`src/rtl/core/assert_macros.svh`:
```
// ----------------------------------------------------------------------------
// Assertion macros
// Concurrent assertion wrappers shared by the quaternion unit RTL.
// ----------------------------------------------------------------------------
`ifndef ASSERT_MACROS_SVH
`define ASSERT_MACROS_SVH
`ifndef SYNTHESIS
// property that holds at every clock edge outside reset
`define QAU_ASSERT(label, clk, rst, prop) \
   label: assert property (@(posedge clk) disable iff (rst) prop) \
      else $error("assertion failed");
// condition that must hold in the cycle after a trigger
`define QAU_ASSERT_NEXT(label, clk, rst, ante, cons) \
   label: assert property (@(posedge clk) disable iff (rst) (ante) |=> (cons)) \
      else $error("assertion failed");
`else
`define QAU_ASSERT(label, clk, rst, prop)
`define QAU_ASSERT_NEXT(label, clk, rst, ante, cons)
`endif
`endif

```
`src/rtl/core/qau_pkg.sv`:
```
// ----------------------------------------------------------------------------
// qau_pkg
// Shared types, opcodes and product tables for the quaternion unit.
// ----------------------------------------------------------------------------
`default_nettype none
package qau_pkg;

   localparam int WORD_BITS_DEF   = 32;
   localparam int FRAC_BITS_DEF   = 16;
   localparam int QUEUE_DEPTH_DEF = 4;
   localparam int RES_BITS        = 32;
   localparam int CMD_BITS        = 3;

   localparam logic [CMD_BITS-1:0] CMD_ADD   = 3'd0;
   localparam logic [CMD_BITS-1:0] CMD_SUB   = 3'd1;
   localparam logic [CMD_BITS-1:0] CMD_MUL   = 3'd2;
   localparam logic [CMD_BITS-1:0] CMD_SCALE = 3'd3;
   localparam logic [CMD_BITS-1:0] CMD_DIV   = 3'd4;
   localparam logic [CMD_BITS-1:0] CMD_INV   = 3'd5;

   typedef enum logic [2:0] {
      OP_ADD,
      OP_SUB,
      OP_MUL,
      OP_SCALE,
      OP_DIV,
      OP_INV,
      OP_NONE
   } op_type;

   typedef struct packed {
      logic full;
      logic empty;
   } fifo_status_type;

   // Hamilton product: result component c, term t uses lhs[a] * rhs[b]
   function automatic logic [1:0] ham_lhs_idx(input logic [1:0] c, input logic [1:0] t);
      logic [1:0] idx;
      case ({c, t})
         4'h0: idx = 2'd0;  4'h1: idx = 2'd1;  4'h2: idx = 2'd2;  4'h3: idx = 2'd3;
         4'h4: idx = 2'd0;  4'h5: idx = 2'd1;  4'h6: idx = 2'd2;  4'h7: idx = 2'd3;
         4'h8: idx = 2'd0;  4'h9: idx = 2'd2;  4'ha: idx = 2'd3;  4'hb: idx = 2'd1;
         4'hc: idx = 2'd0;  4'hd: idx = 2'd3;  4'he: idx = 2'd1;  4'hf: idx = 2'd2;
         default: idx = 2'd0;
      endcase
      return idx;
   endfunction

   function automatic logic [1:0] ham_rhs_idx(input logic [1:0] c, input logic [1:0] t);
      logic [1:0] idx;
      case ({c, t})
         4'h0: idx = 2'd0;  4'h1: idx = 2'd1;  4'h2: idx = 2'd2;  4'h3: idx = 2'd3;
         4'h4: idx = 2'd1;  4'h5: idx = 2'd0;  4'h6: idx = 2'd3;  4'h7: idx = 2'd2;
         4'h8: idx = 2'd2;  4'h9: idx = 2'd0;  4'ha: idx = 2'd1;  4'hb: idx = 2'd3;
         4'hc: idx = 2'd3;  4'hd: idx = 2'd0;  4'he: idx = 2'd2;  4'hf: idx = 2'd1;
         default: idx = 2'd0;
      endcase
      return idx;
   endfunction

   // real part subtracts three terms, the others subtract only their last term
   function automatic logic ham_neg(input logic [1:0] c, input logic [1:0] t);
      return (c == 2'd0) ? (t != 2'd0) : (t == 2'd3);
   endfunction

endpackage
`default_nettype wire

```
`src/rtl/core/qau_fifo.sv`:
```
// ----------------------------------------------------------------------------
// qau_fifo
// Short command queue between the decode front and the execution back.
// ----------------------------------------------------------------------------
`default_nettype none
module qau_fifo
   import qau_pkg::*;
#(
   parameter int DATA_BITS = 8,
   parameter int DEPTH     = QUEUE_DEPTH_DEF
) (
   input  wire logic                 clock,
   input  wire logic                 reset,
   input  wire logic                 push,
   input  wire logic [DATA_BITS-1:0] push_data,
   input  wire logic                 pop,
   output logic [DATA_BITS-1:0]      head_data,
   output fifo_status_type           status
);
`include "assert_macros.svh"

   localparam int PTR_BITS = (DEPTH > 1) ? $clog2(DEPTH) : 1;
   localparam int CNT_BITS = $clog2(DEPTH + 1);

   logic [DATA_BITS-1:0] mem_ff [DEPTH];
   logic [PTR_BITS-1:0]  wr_ptr_ff, wr_ptr_in;
   logic [PTR_BITS-1:0]  rd_ptr_ff, rd_ptr_in;
   logic [CNT_BITS-1:0]  count_ff, count_in;

   always_comb begin
      wr_ptr_in = wr_ptr_ff;
      rd_ptr_in = rd_ptr_ff;
      count_in  = count_ff;
      if (push) begin
         wr_ptr_in = (wr_ptr_ff == PTR_BITS'(DEPTH - 1)) ? '0 : wr_ptr_ff + 1'b1;
      end
      if (pop) begin
         rd_ptr_in = (rd_ptr_ff == PTR_BITS'(DEPTH - 1)) ? '0 : rd_ptr_ff + 1'b1;
      end
      if (push && !pop) begin
         count_in = count_ff + 1'b1;
      end else if (pop && !push) begin
         count_in = count_ff - 1'b1;
      end
   end

   always_ff @(posedge clock) begin
      if (reset) begin
         wr_ptr_ff <= '0;
         rd_ptr_ff <= '0;
         count_ff  <= '0;
      end else begin
         wr_ptr_ff <= wr_ptr_in;
         rd_ptr_ff <= rd_ptr_in;
         count_ff  <= count_in;
      end
   end

   always_ff @(posedge clock) begin
      if (push) begin
         mem_ff[wr_ptr_ff] <= push_data;
      end
   end

   assign head_data    = mem_ff[rd_ptr_ff];
   assign status.full  = (count_ff == CNT_BITS'(DEPTH));
   assign status.empty = (count_ff == '0);

   `QAU_ASSERT(a_count_range, clock, reset, count_ff <= CNT_BITS'(DEPTH))
   `QAU_ASSERT(a_pop_nonempty, clock, reset, pop |-> !status.empty)
   `QAU_ASSERT(a_push_room, clock, reset, push |-> (!status.full || pop))

endmodule
`default_nettype wire

```
`config.mk`:
```
export PLATFORM = sky130hd
export DESIGN_NAME = qau_fifo
export DESIGN_NICKNAME = d
export VERILOG_FILES = /design/src/rtl/core/qau_pkg.sv /design/src/rtl/core/qau_fifo.sv
export VERILOG_INCLUDE_DIRS = /design/src /design/src/rtl/core
export SDC_FILE = /design/constraint.sdc
export NUM_CORES = 1
export LEC_CHECK = 0
export BUFFER_PORTS_ARGS = -buffer_cell sky130_fd_sc_hd__buf_2
export CAP_MARGIN = 20
export CORE_MARGIN = 5
export CORE_UTILIZATION = 55
export DETAILED_ROUTE_END_ITERATION = 7
export PLACE_DENSITY = 0.77
export SYNTH_ARGS = -nofsm -noshare
export SYNTH_HDL_FRONTEND = slang
export SYNTH_SLANG_ARGS = --single-unit
```
`constraint.sdc`:
```
create_clock -name clock -period 1.69 [get_ports clock]
set_clock_uncertainty 0.05 [all_clocks]
set_input_delay 0.0845 -clock clock [delete_from_list [all_inputs] [get_ports clock]]
set_output_delay 0.0845 -clock clock [all_outputs]
set_load 0.02 [all_outputs]
```
# Word-level counts from Yosys, hierarchy flattened
# Memories as Yosys holds them, arrays and structs flattened. A register that Yosys moved wholly into a read port is not among the register bits.
# Cells that the tools add are included.
# classes
n_addsub	4
n_eq_ne	3
mux	8
reduce_logical	6
# ops
cell	count
two-way mux 2 bit	4
two-way mux 3 bit	2
adder 2 x 1 -> 2 bit (second input constant)	2
equality test 2 bit (second input constant)	2
adder 3 x 1 -> 3 bit (second input constant)	1
equality test 3 bit (second input constant)	1
zero test 3 bit	1
subtractor 3 x 1 -> 3 bit (second input constant)	1
logical AND 1 bit	2
zero test 1 bit	2
two-way mux 1 bit	2
nonzero test 2 bit	1
# word_totals
ff_bits	7
ram_bits	32
input_bits	12
output_inout_bits	10
word_cells	25
memories	1
# memory_table
name	depth	width	rd	rd_ports_with_merged_regs	write_ports	line	source
mem_ff	4	8	1	1	1	qau_fifo.sv:25	logic [DATA_BITS-1:0] mem_ff [DEPTH];

# Logic depth before layout (Yosys ltp)
# Gate-level depths: netlist of run 1.
# depth
depth_word	4
depth_mapped	7
mapped_depth_nobuf	7

# Worst setup path before layout of run 1
# No wires, ideal clock.
# synth_timing
kind	register to register
from	register count_ff[0]
to	register count_ff[2]
setup_ns	0.070
t_arrival_ns	1.322
required_ns	1.570
slack_ns	0.249
path_stages_with_launch	5
n_path_buf	0
period_less_slack_ns	1.441
path_cell_list	dfxtp_1 fa_1 xor2_1 or3_1 a21oi_1
# synth_between
elab_chain_len	3
elab_cells_between_ends	4
classes_between	2 x add/sub; 2 x mux
# synth_rtl
element	line	source
start: declaration	qau_fifo.sv:28	logic [CNT_BITS-1:0] count_ff, count_in;
start signal: assignment	qau_fifo.sv:55	count_ff <= count_in;
subtractor 3 x 1 -> 3 bit	qau_fifo.sv:43	count_in = count_ff - 1'b1;
two-way mux 3 bit	qau_fifo.sv:42	end else if (pop && !push) begin
two-way mux 3 bit *	qau_fifo.sv:40	if (push && !pop) begin
# Mark *: on every way between the ends. The rest lies on a longest branch, timed or not. The select of a mux whose other input is x is not followed.
# A chain may end at the register's enable or synchronous reset.

==> results of run 1 <==
[area by class of cell]
type,instances,area share [%]
inverters,4,0.777
well taps,31,2.01
clock inverters,1,0.259
flip-flops and latches,41,59.1
multi-input cells,39,22.0
clock buffers,7,3.37
repair buffers,31,12.4
[metal layers]
layer | part of all wire (%) | GRT usage [%] | up-vias
li1 | - | - | 400
met1 | 41 | 16.2 | 399
met2 | 53 | 22.6 | 16
met3 | 4.6 | 4.20 | 2
met4 | 0.64 | 7.01 | 0
met5 | 0 | 0 | -
[report_power, final]
part	switching [mW]	total (mW)	leakage [nW]	internal [mW]
Combinational	0.153	0.301	0.320	0.148
Sequential	0.0355	1.18	0.369	1.15
Clock	0.289	0.531	0.0413	0.241
Total	0.478	2.01	0.730	1.54
[kinds of logic after synthesis]
group                      share of synthesized area, %
DFF                                                71.4
and+or+nand+nor                                    4.85
buffers and inverters                              1.96
muxes                                              13.8
AOI/OAI and AO/OA                                 0.939
xor gates and xnor gates                           1.10
adders and majority gates                          5.95
[Yosys cell counts, drive strengths merged]
master	n	area (µm²)
edfxtp	32	961
fa	1	20.0
and2	4	25.0
xor2	2	17.5
ha	6	75.1
nor2	7	26.3
dfxtp	9	180
clkbuf	1	5.00
nor3	1	5.00
inv	4	15.0
mux2i	4	40.0
a21oi	2	10.0
mux4	8	180
buf	1	11.3
o21ai	1	5.00
nor3b	2	15.0
or3	1	6.26
[sequential cells by signal, indices dropped and copies added (netlist names), named ones only]
register,cells
rd_ptr_ff,2
mem_ff,32
count_ff,3
wr_ptr_ff,2
[critical path, delay by kind of cell, from the launching register on]
kind	cells	cell delay (ps)
buffers and inverters	2	280
DFF	1	360
muxes	1	520
[per-stage QoR]
step                TNS [ps]  power [mW]  cell area [µm²]  util, %  setup WS (ps)
floorplan                  0        1.38             1600        -            249
global placement           0        1.46             1730     62.3            134
detailed placement         0        1.47             1730     62.3           10.2
CTS                        0        2.01             1900     68.2           4.57
global route           -5.41        2.12             1930     69.5          -5.41
finish                     0        2.01             1930     69.5           64.7
[what timing repair did]
item	4_1_cts	5_1_grt
pin swaps	0	0
gates resized for setup	1	11
endpoints found under the hold margin	41	0
hold buffers	9	0
endpoints found under the setup margin	7	8
[final timing paths]
kind                             from                         to  slack [ps]  depth (start not counted)
max                              flop               head_data[7]          60                          3
min                               pop  rd_ptr_ff[1]$_SDFFE_PP0P_          30                          3
max reg2reg  count_ff[0]$_SDFFE_PP0P_   count_ff[2]$_SDFFE_PP0P_         120                          4
min reg2reg  count_ff[2]$_SDFFE_PP0P_   count_ff[2]$_SDFFE_PP0P_         480                          2
==> metrics.txt, run 1 <==
outcome finished, final reports clean; Syn Area/Cell 18.6 µm²; PwrDens 1040 mW/mm²; Ports 22; Final period util 96.2%; Iteration-0 DRC Markers 26; most common cell after layout, fill and taps aside edfxtp_1; share of cells above drive strength 1 31.7%; Final min period 1630 ps; max_cap viols 0; standby leakage power 0.730 nW; post-synth cell types 17; commonest non-fill, non-tap cells in the layout edfxtp_1, buf_2, dlygate4sd3_1, mux4_2, dfxtp_1; WP data arrival 1490 ps; vias per inst 5.31; Initial Utilization 57.4%; GR Overflow Total 0; post-CTS setup buffer count 0; Die Wd 63.9 µm; CTS sink cnt 41; diode count 0; WL/cell 16.2 µm; drt total wl 2.49 mm; core area 0.00278 mm²; vias in the first global route 871; placed cell count 137; hold crit path type in -> reg; kind of critical path reg -> out; cell area after synthesis 0.00160 mm²; first-pass iteration count of the detailed router 2; Synth Register Bits 41; antenna violations before repair 0; Die ar. 0.00408 mm²; global routing usage summed across all routing layers 13.7%; Crit path largest cell delay 520 ps; sequential share of the synthesized area 71.4%; Hold Slack 33.8 ps; clock slew at reported path FFs 110 ps; Worst Tran Pin Value 419 ps; IO Port Bufs 21; CTS tree done; Worst slew margin 72.1%; row count 19; DRC errors left 0; maximum vdd drop 0.877 mV; Critical Path RT 1560 ps; Max stage delay cell, worst path mux4_2; CTS root buf clkbuf_4; fill cell count 187; pin count of the biggest net entering global routing 13; Synth Instances 86; Clock Path Buffers 2; post-DP HPWL 1.73 mm; CP Cell Sequence buf_12 > mux4_2 > buf_6; Area Growth Syn to Fin 20.9%; Fin. Hold Viols 0; area of the multi-input gates 425 µm²; Sequential Area 0.00114 mm²; vias after detailed routing 817; cts bufs inserted 5; first-pass GRT wire length 4.15 mm; Final Non-Filler Cells 154; crit path capture type primary output; count of final setup violators 0; Achievable Freq 615 MHz; worst-skew pair later-pin latency 330 ps; CP Max Fanout 8; ANT nets after route 0; final slew viol count 0; H-tree depth 2; crit start category flop; Die Y 63.9 µm; RePlAce Congestion 0.669; # nets final 141; YS warnings 0; Mapped Nets 105
No activity file was read; power rests on OpenSTA's default activity.
==> inputs of run 2 (changes only) <==
--- a/config.mk
+++ b/config.mk
@@ -6,6 +6,7 @@
 export SDC_FILE = /design/constraint.sdc
 export NUM_CORES = 1
 export LEC_CHECK = 0
+export ABC_AREA = 1
 export BUFFER_PORTS_ARGS = -buffer_cell sky130_fd_sc_hd__buf_2
 export CAP_MARGIN = 20
 export CORE_MARGIN = 5
==> metrics.txt, run 2 <==
post-synth cell types 19 (+2); Crit path largest cell delay 540 ps (+20 ps); dpl ws 308 ps (+297 ps); Critical Path RT 1900 ps (+340 ps); CP dominant cell by count inv_1; clock slew at reported path FFs 120 ps (about the same); cts bufs inserted 5 (unchanged); row count 19 (unchanged); Initial Utilization 58.4% (+0.94 points); RR Endpoint mem_ff[3][2]$_DFFE_PP_; CTS tree done; first-pass GRT wire length 5.02 mm (+21%); DRC errors left 0 (unchanged); first-pass iteration count of the detailed router 4 (+2); Max stage delay cell, worst path dlygate4sd3_1; ANT nets after route 0 (unchanged); share of cells above drive strength 1 22.5% (-9.2 points); CP Cell Sequence dlygate4sd3_1 > buf_2 > inv_2 > ha_2 > inv_1 > fa_1 > inv_1 > nand2_1 > nand3_1 > nand2_1 > inv_1 > nor2_1; Syn Area/Cell 12.2 µm² (-34%); r2r startpoint wr_ptr_ff[0]$_SDFFE_PP0P_; hold crit path type in -> reg; PwrDens 1080 mW/mm² (+4.1%); Post-synth top cells edfxtp_1, nor2_1, inv_1, o21ai_0, dfxtp_1; count of final setup violators 0 (unchanged); maximum vdd drop 0.718 mV (-18%); Final period util 92.6% (-3.6 points); Worst slew margin 73.0% (+0.98 points); max reg flops 32 (unchanged); area of the multi-input gates 430 µm² (+1.2%); R2R setup slack 270 ps (+150 ps); post-CTS setup buffer count 0 (unchanged); final slew viol count 0 (unchanged); crit path capture type flop; Die Y 64.8 µm (+1.4%); total design power 2.15 mW (+6.6%); Post-synth ARST share 0% (unchanged); # nets final 191 (+35%); crit start category primary input; antenna violations before repair 0 (unchanged); post-route cell area 0.00198 mm² (+2.4%); outcome finished, final reports clean; Worst setup startpoint pop; vias per inst 5.44 (+2.6%); WHS Endpoint wr_ptr_ff[1]$_SDFFE_PP0P_; Final min period 1560 ps (-61.0 ps); YS warnings 0 (unchanged); kind of critical path in -> reg; post-route setup TNS 0 ps (unchanged); diode count 0 (unchanged); global routing usage summed across all routing layers 15.9% (+2.2 points); CP delay by family, top buffers and inverters; Clock Path Buffers 2 (unchanged); vias in the first global route 1102 (+27%); Top reg by flops mem_ff; Achievable Freq 639 MHz (+3.9%); worst path bufs/invs 6 (+4); Sequential Area 0.00114 mm² (+0.22%); top-area cell type share of the netlist area 58.2% (-2.0 points); Mapped Nets 154 (+47%); most common cell after layout, fill and taps aside edfxtp_1; WP data arrival 1770 ps (+280 ps); hold path start push; Synth Instances 135 (+57%); WHS Path Cells 3 (unchanged); Core Util, Final 69.9% (+0.47 points); CP Max Fanout 4 (-4); commonest non-fill, non-tap cells in the layout edfxtp_1, nor2_1, buf_2, o21ai_0, inv_1; number of flops mapped to enable cells by yosys 32 (unchanged); Iteration-0 DRC Markers 29 (+12%); post-DP HPWL 1.99 mm (+15%); top cells by area, synth edfxtp_1, dfxtp_1, nor2_1, ha_1, o21ai_0; Die ar. 0.00420 mm² (+2.8%); biggest regs mem_ff x32, count_ff x3; CTS sink cnt 41 (unchanged); Die Wd 64.8 µm (+1.4%); placed cell area 0.00178 mm² (+2.7%); Synth area leader edfxtp_1; vias after detailed routing 1110 (+36%); Synth Register Bits 41 (unchanged); max_cap viols 0 (unchanged); core area 0.00283 mm² (+1.7%); CTS root buf clkbuf_4; drt total wl 3.06 mm (+23%); WL/cell 15.0 µm (-7.5%); final worst slack 126 ps (+61.0 ps); pin count of the biggest net entering global routing 17 (+4); fill cell count 202 (+8.0%); Fin. Hold Viols 0 (unchanged); RePlAce Congestion 0.725 (+8.4%); worst-skew pair later-pin latency 340 ps (about the same); standby leakage power 0.800 nW (+9.6%); top_reg_cell synth edfxtp_1; count leader, synth edfxtp_1; Ports 22 (unchanged); cell area after synthesis 0.00165 mm² (+3.4%); IO Port Bufs 21 (unchanged); r2r worst-path depth 3 (-1); GR Overflow Total 0 (unchanged); Worst Tran Pin Value 404 ps (-15.2 ps); RSZ-0062 raised after global routing false; H-tree depth 2 (unchanged); Area Growth Syn to Fin 19.8%; sequential share of the synthesized area 69.1% (-2.3 points)
[run 2: cell types whose count changed after synthesis, moves of 3 or more]
| cell | before | now |
|---|---|---|
| and2_1 | 4 | 0 |
| o22ai_1 | 0 | 8 |
| inv_1 | 4 | 15 |
| mux2i_1 | 4 | 0 |
| nand2_1 | 0 | 8 |
| nor2_1 | 7 | 22 |
| nor3_1 | 1 | 4 |
| mux4_2 | 8 | 0 |
| o21ai_0 | 1 | 15 |
[run 2: logic make-up after synthesis]
family          share of synthesized area, %
flops                                   69.1
xor+xnor                               0.530
fa+ha+maj                               5.76
buf+inv                                 5.00
simple gates                            9.47
compound gates                          10.2
[run 2: final cells by class]
type                            count  area share (%)
Timing Repair Buffer               32            10.8
Multi-Input combinational cell     76            21.8
Clock inverter                      2            1.90
Tap cell                           31            1.96
Inverter                           16            3.16
Clock buffer                        6            2.59
Sequential cell                    41            57.9
[run 2: timing repair]
item	in CTS	in global routing
resized for setup	2	5
endpoints found under the setup margin	7	3
hold buffers	10	0
endpoints found under the hold margin	38	0
[run 2: worst max-delay path by stage]
stage | end | slack (ps) | depth (start not counted)
global route | count_ff[2]$_SDFFE_PP0P_ | 9 | 11
detailed placement | count_ff[2]$_SDFFE_PP0P_ | 310 | 11
CTS | head_data[1] | 80 | 4
global placement | count_ff[2]$_SDFFE_PP0P_ | 350 | 11
floorplan | count_ff[2]$_SDFFE_PP0P_ | 490 | 7
finish | count_ff[2]$_SDFFE_PP0P_ | 130 | 12
[run 2: power by group]
part / internal, mW / switching, mW
Combinational: 0.114 / 0.187
Sequential: 1.14 / 0.0394
Clock: 0.352 / 0.312
[run 2: metal layers]
metal	share of wire [%]	wire (µm)	vias to the layer above	global-route usage [%]
li1	-	-	545	-
met1	43	1310	523	19.0
met2	51	1540	34	26.9
met3	4.3	131	8	4.32
met4	2.4	72	0	7.39
met5	0	0	-	0
[run 2: tightest hold or removal path: stages]
cell and delay (ps):
buf_2 140, inv_1 110, a21oi_1 70
[run 2: through the flow]
step / hold WS [ps] / std cells
2_1_floorplan: 107 / 135
3_3_place_gp: 245 / 186
3_5_place_dp: 254 / 186
4_1_cts: 29.8 / 204
5_1_grt: 76.3 / 204
6_report: 43.3 / 204
==> inputs of run 3 (changes only) <==
--- a/config.mk
+++ b/config.mk
@@ -10,9 +10,10 @@
 export BUFFER_PORTS_ARGS = -buffer_cell sky130_fd_sc_hd__buf_2
 export CAP_MARGIN = 20
 export CORE_MARGIN = 5
-export CORE_UTILIZATION = 55
+export CORE_UTILIZATION = 58
+export CTS_BUF_LIST = sky130_fd_sc_hd__clkbuf_4 sky130_fd_sc_hd__clkbuf_8
 export DETAILED_ROUTE_END_ITERATION = 7
-export PLACE_DENSITY = 0.77
+export PLACE_DENSITY = 0.8
 export SYNTH_ARGS = -nofsm -noshare
 export SYNTH_HDL_FRONTEND = slang
 export SYNTH_SLANG_ARGS = --single-unit
==> metrics.txt, run 3 (same netlist as run 2, synthesis figures left out) <==
# nets final 191 (unchanged); CTS root buf clkbuf_4; post-route setup TNS 0 ps (unchanged); WP data arrival 1410 ps (-360 ps); Die ar. 0.00401 mm² (-4.4%); maximum vdd drop 0.793 mV (+10%); commonest non-fill, non-tap cells in the layout edfxtp_1, nor2_1, buf_2, o21ai_0, inv_1; Die Wd 63.4 µm (-2.2%); most common cell after layout, fill and taps aside edfxtp_1; ANT nets after route 0 (unchanged); final slew viol count 0 (unchanged); r2r worst-path depth 3 (unchanged); WHS Endpoint rd_ptr_ff[1]$_SDFFE_PP0P_; first-pass GRT wire length 5.35 mm (+6.7%); WL/cell 15.0 µm (about the same); CTS tree done; Die Y 63.4 µm (-2.2%); biggest regs mem_ff x32, count_ff x3; Ports 22 (unchanged); CTS sink cnt 41 (unchanged); drt total wl 3.06 mm (about the same); diode count 0 (unchanged); RR Endpoint mem_ff[3][4]$_DFFE_PP_; Area Growth Syn to Fin 17.7%; Worst Tran Pin Value 372 ps (-31.5 ps); row count 19 (unchanged); DRC errors left 0 (unchanged); Final period util 91.4% (-1.1 points); GR Overflow Total 0 (unchanged); Fin. Hold Viols 0 (unchanged); Top reg by flops mem_ff; Achievable Freq 647 MHz (+1.3%); CP Max Fanout 9 (+5); kind of critical path reg -> out; PwrDens 1030 mW/mm² (-5.1%); Critical Path RT 1560 ps (-340 ps); post-DP HPWL 2.04 mm (+3.0%); WHS Path Cells 3 (unchanged); first-pass iteration count of the detailed router 4 (unchanged); H-tree depth 2 (unchanged); RSZ-0062 raised after global routing false; vias after detailed routing 1113 (+0.27%); hold path start pop; global routing usage summed across all routing layers 17.4% (+1.5 points); Final min period 1550 ps (-19.3 ps); R2R setup slack 340 ps (+70 ps); RePlAce Congestion 0.724 (-0.11%); count of final setup violators 0 (unchanged); hold crit path type in -> reg; clock slew at reported path FFs 100 ps (-20 ps); Hold Slack 26.8 ps (-16.5 ps); pin count of the biggest net entering global routing 17 (unchanged); crit start category flop; max reg flops 32 (unchanged); Clock Path Buffers 2 (unchanged); r2r startpoint wr_ptr_ff[0]$_SDFFE_PP0P_; crit path capture type primary output; Initial Utilization 60.4% (+2.0 points); outcome finished, final reports clean; share of cells above drive strength 1 21.4% (-1.2 points); max_cap viols 0 (unchanged); antenna violations before repair 0 (unchanged); cts bufs inserted 5 (unchanged); Iteration-0 DRC Markers 47 (+62%); core area 0.00273 mm² (-3.4%); worst-skew pair later-pin latency 330 ps (about the same); IO Port Bufs 21 (unchanged); vias in the first global route 1150 (+4.4%); Worst slew margin 75.1% (+2.1 points); standby leakage power 0.798 nW (-0.33%); vias per inst 5.46 (+0.27%)
run 3: changes by cell type in the layout (fill, tap and decap cells not counted), sizes merged:
cell | previous run | this run
bufinv | 1 | 0
buf | 22 | 23
clkinvlp | 1 | 0
dlygate4sd3 | 10 | 9
clkbuf | 6 | 8
run 3: how the worst max path moves through the flow:
stage,from,to
2_1_floorplan,count_ff[0]$_SDFFE_PP0P_,count_ff[2]$_SDFFE_PP0P_
3_3_place_gp,pop,count_ff[2]$_SDFFE_PP0P_
3_5_place_dp,pop,count_ff[2]$_SDFFE_PP0P_
4_1_cts,flop,head_data[2]
5_1_grt,flop,head_data[3]
6_report,flop,head_data[2]
run 3: what timing repair did:
item,in CTS,in global routing
hold buffers,9,0
setup endpoints to repair,0,6
resized for setup,0,1
endpoints found under the hold margin,36,0
setup buffers,0,0
run 3: layer usage:
| layer | wire, µm | GRT usage [%] | part of all wire, % |
|---|---|---|---|
| met1 | 1240 | 20.1 | 41 |
| met2 | 1640 | 30.2 | 54 |
| met3 | 133 | 5.86 | 4.4 |
| met4 | 43 | 5.45 | 1.4 |
| met5 | 0 | 0 | 0 |
run 3: where the power goes:
part / total [mW] / switching [mW] / internal, mW
registers: 1.18 / 0.0342 / 1.14
clock network: 0.528 / 0.290 / 0.238
logic: 0.298 / 0.186 / 0.112
run 3: cell type report:
type                    instances  area [µm²]
inverters                      16        60.1
flip-flops and latches         41        1140
repair buffers                 32         210
multi-input cells              76         428
fillers                       192         790
well taps                      31        38.8
clock buffers                   8        66.3
run 3: metrics by stage:
stage	power, mW	worst slack [ps]	utilization [%]	cells	area, µm²
after floorplan	1.38	492	-	135	1650
after global routing	2.13	2.31	71.1	204	1940
after global placement	1.47	358	65.4	187	1790
final	2.00	145	71.1	204	1940
after detailed placement	1.48	303	65.4	187	1790
after CTS	2.02	13.1	71.1	204	1940
run 3: critical path: stages, from the launching register on:
cell,delay (ps)
dfxtp_1,530
inv_2,160
o21ai_0,120
o22ai_1,90
buf_2,160
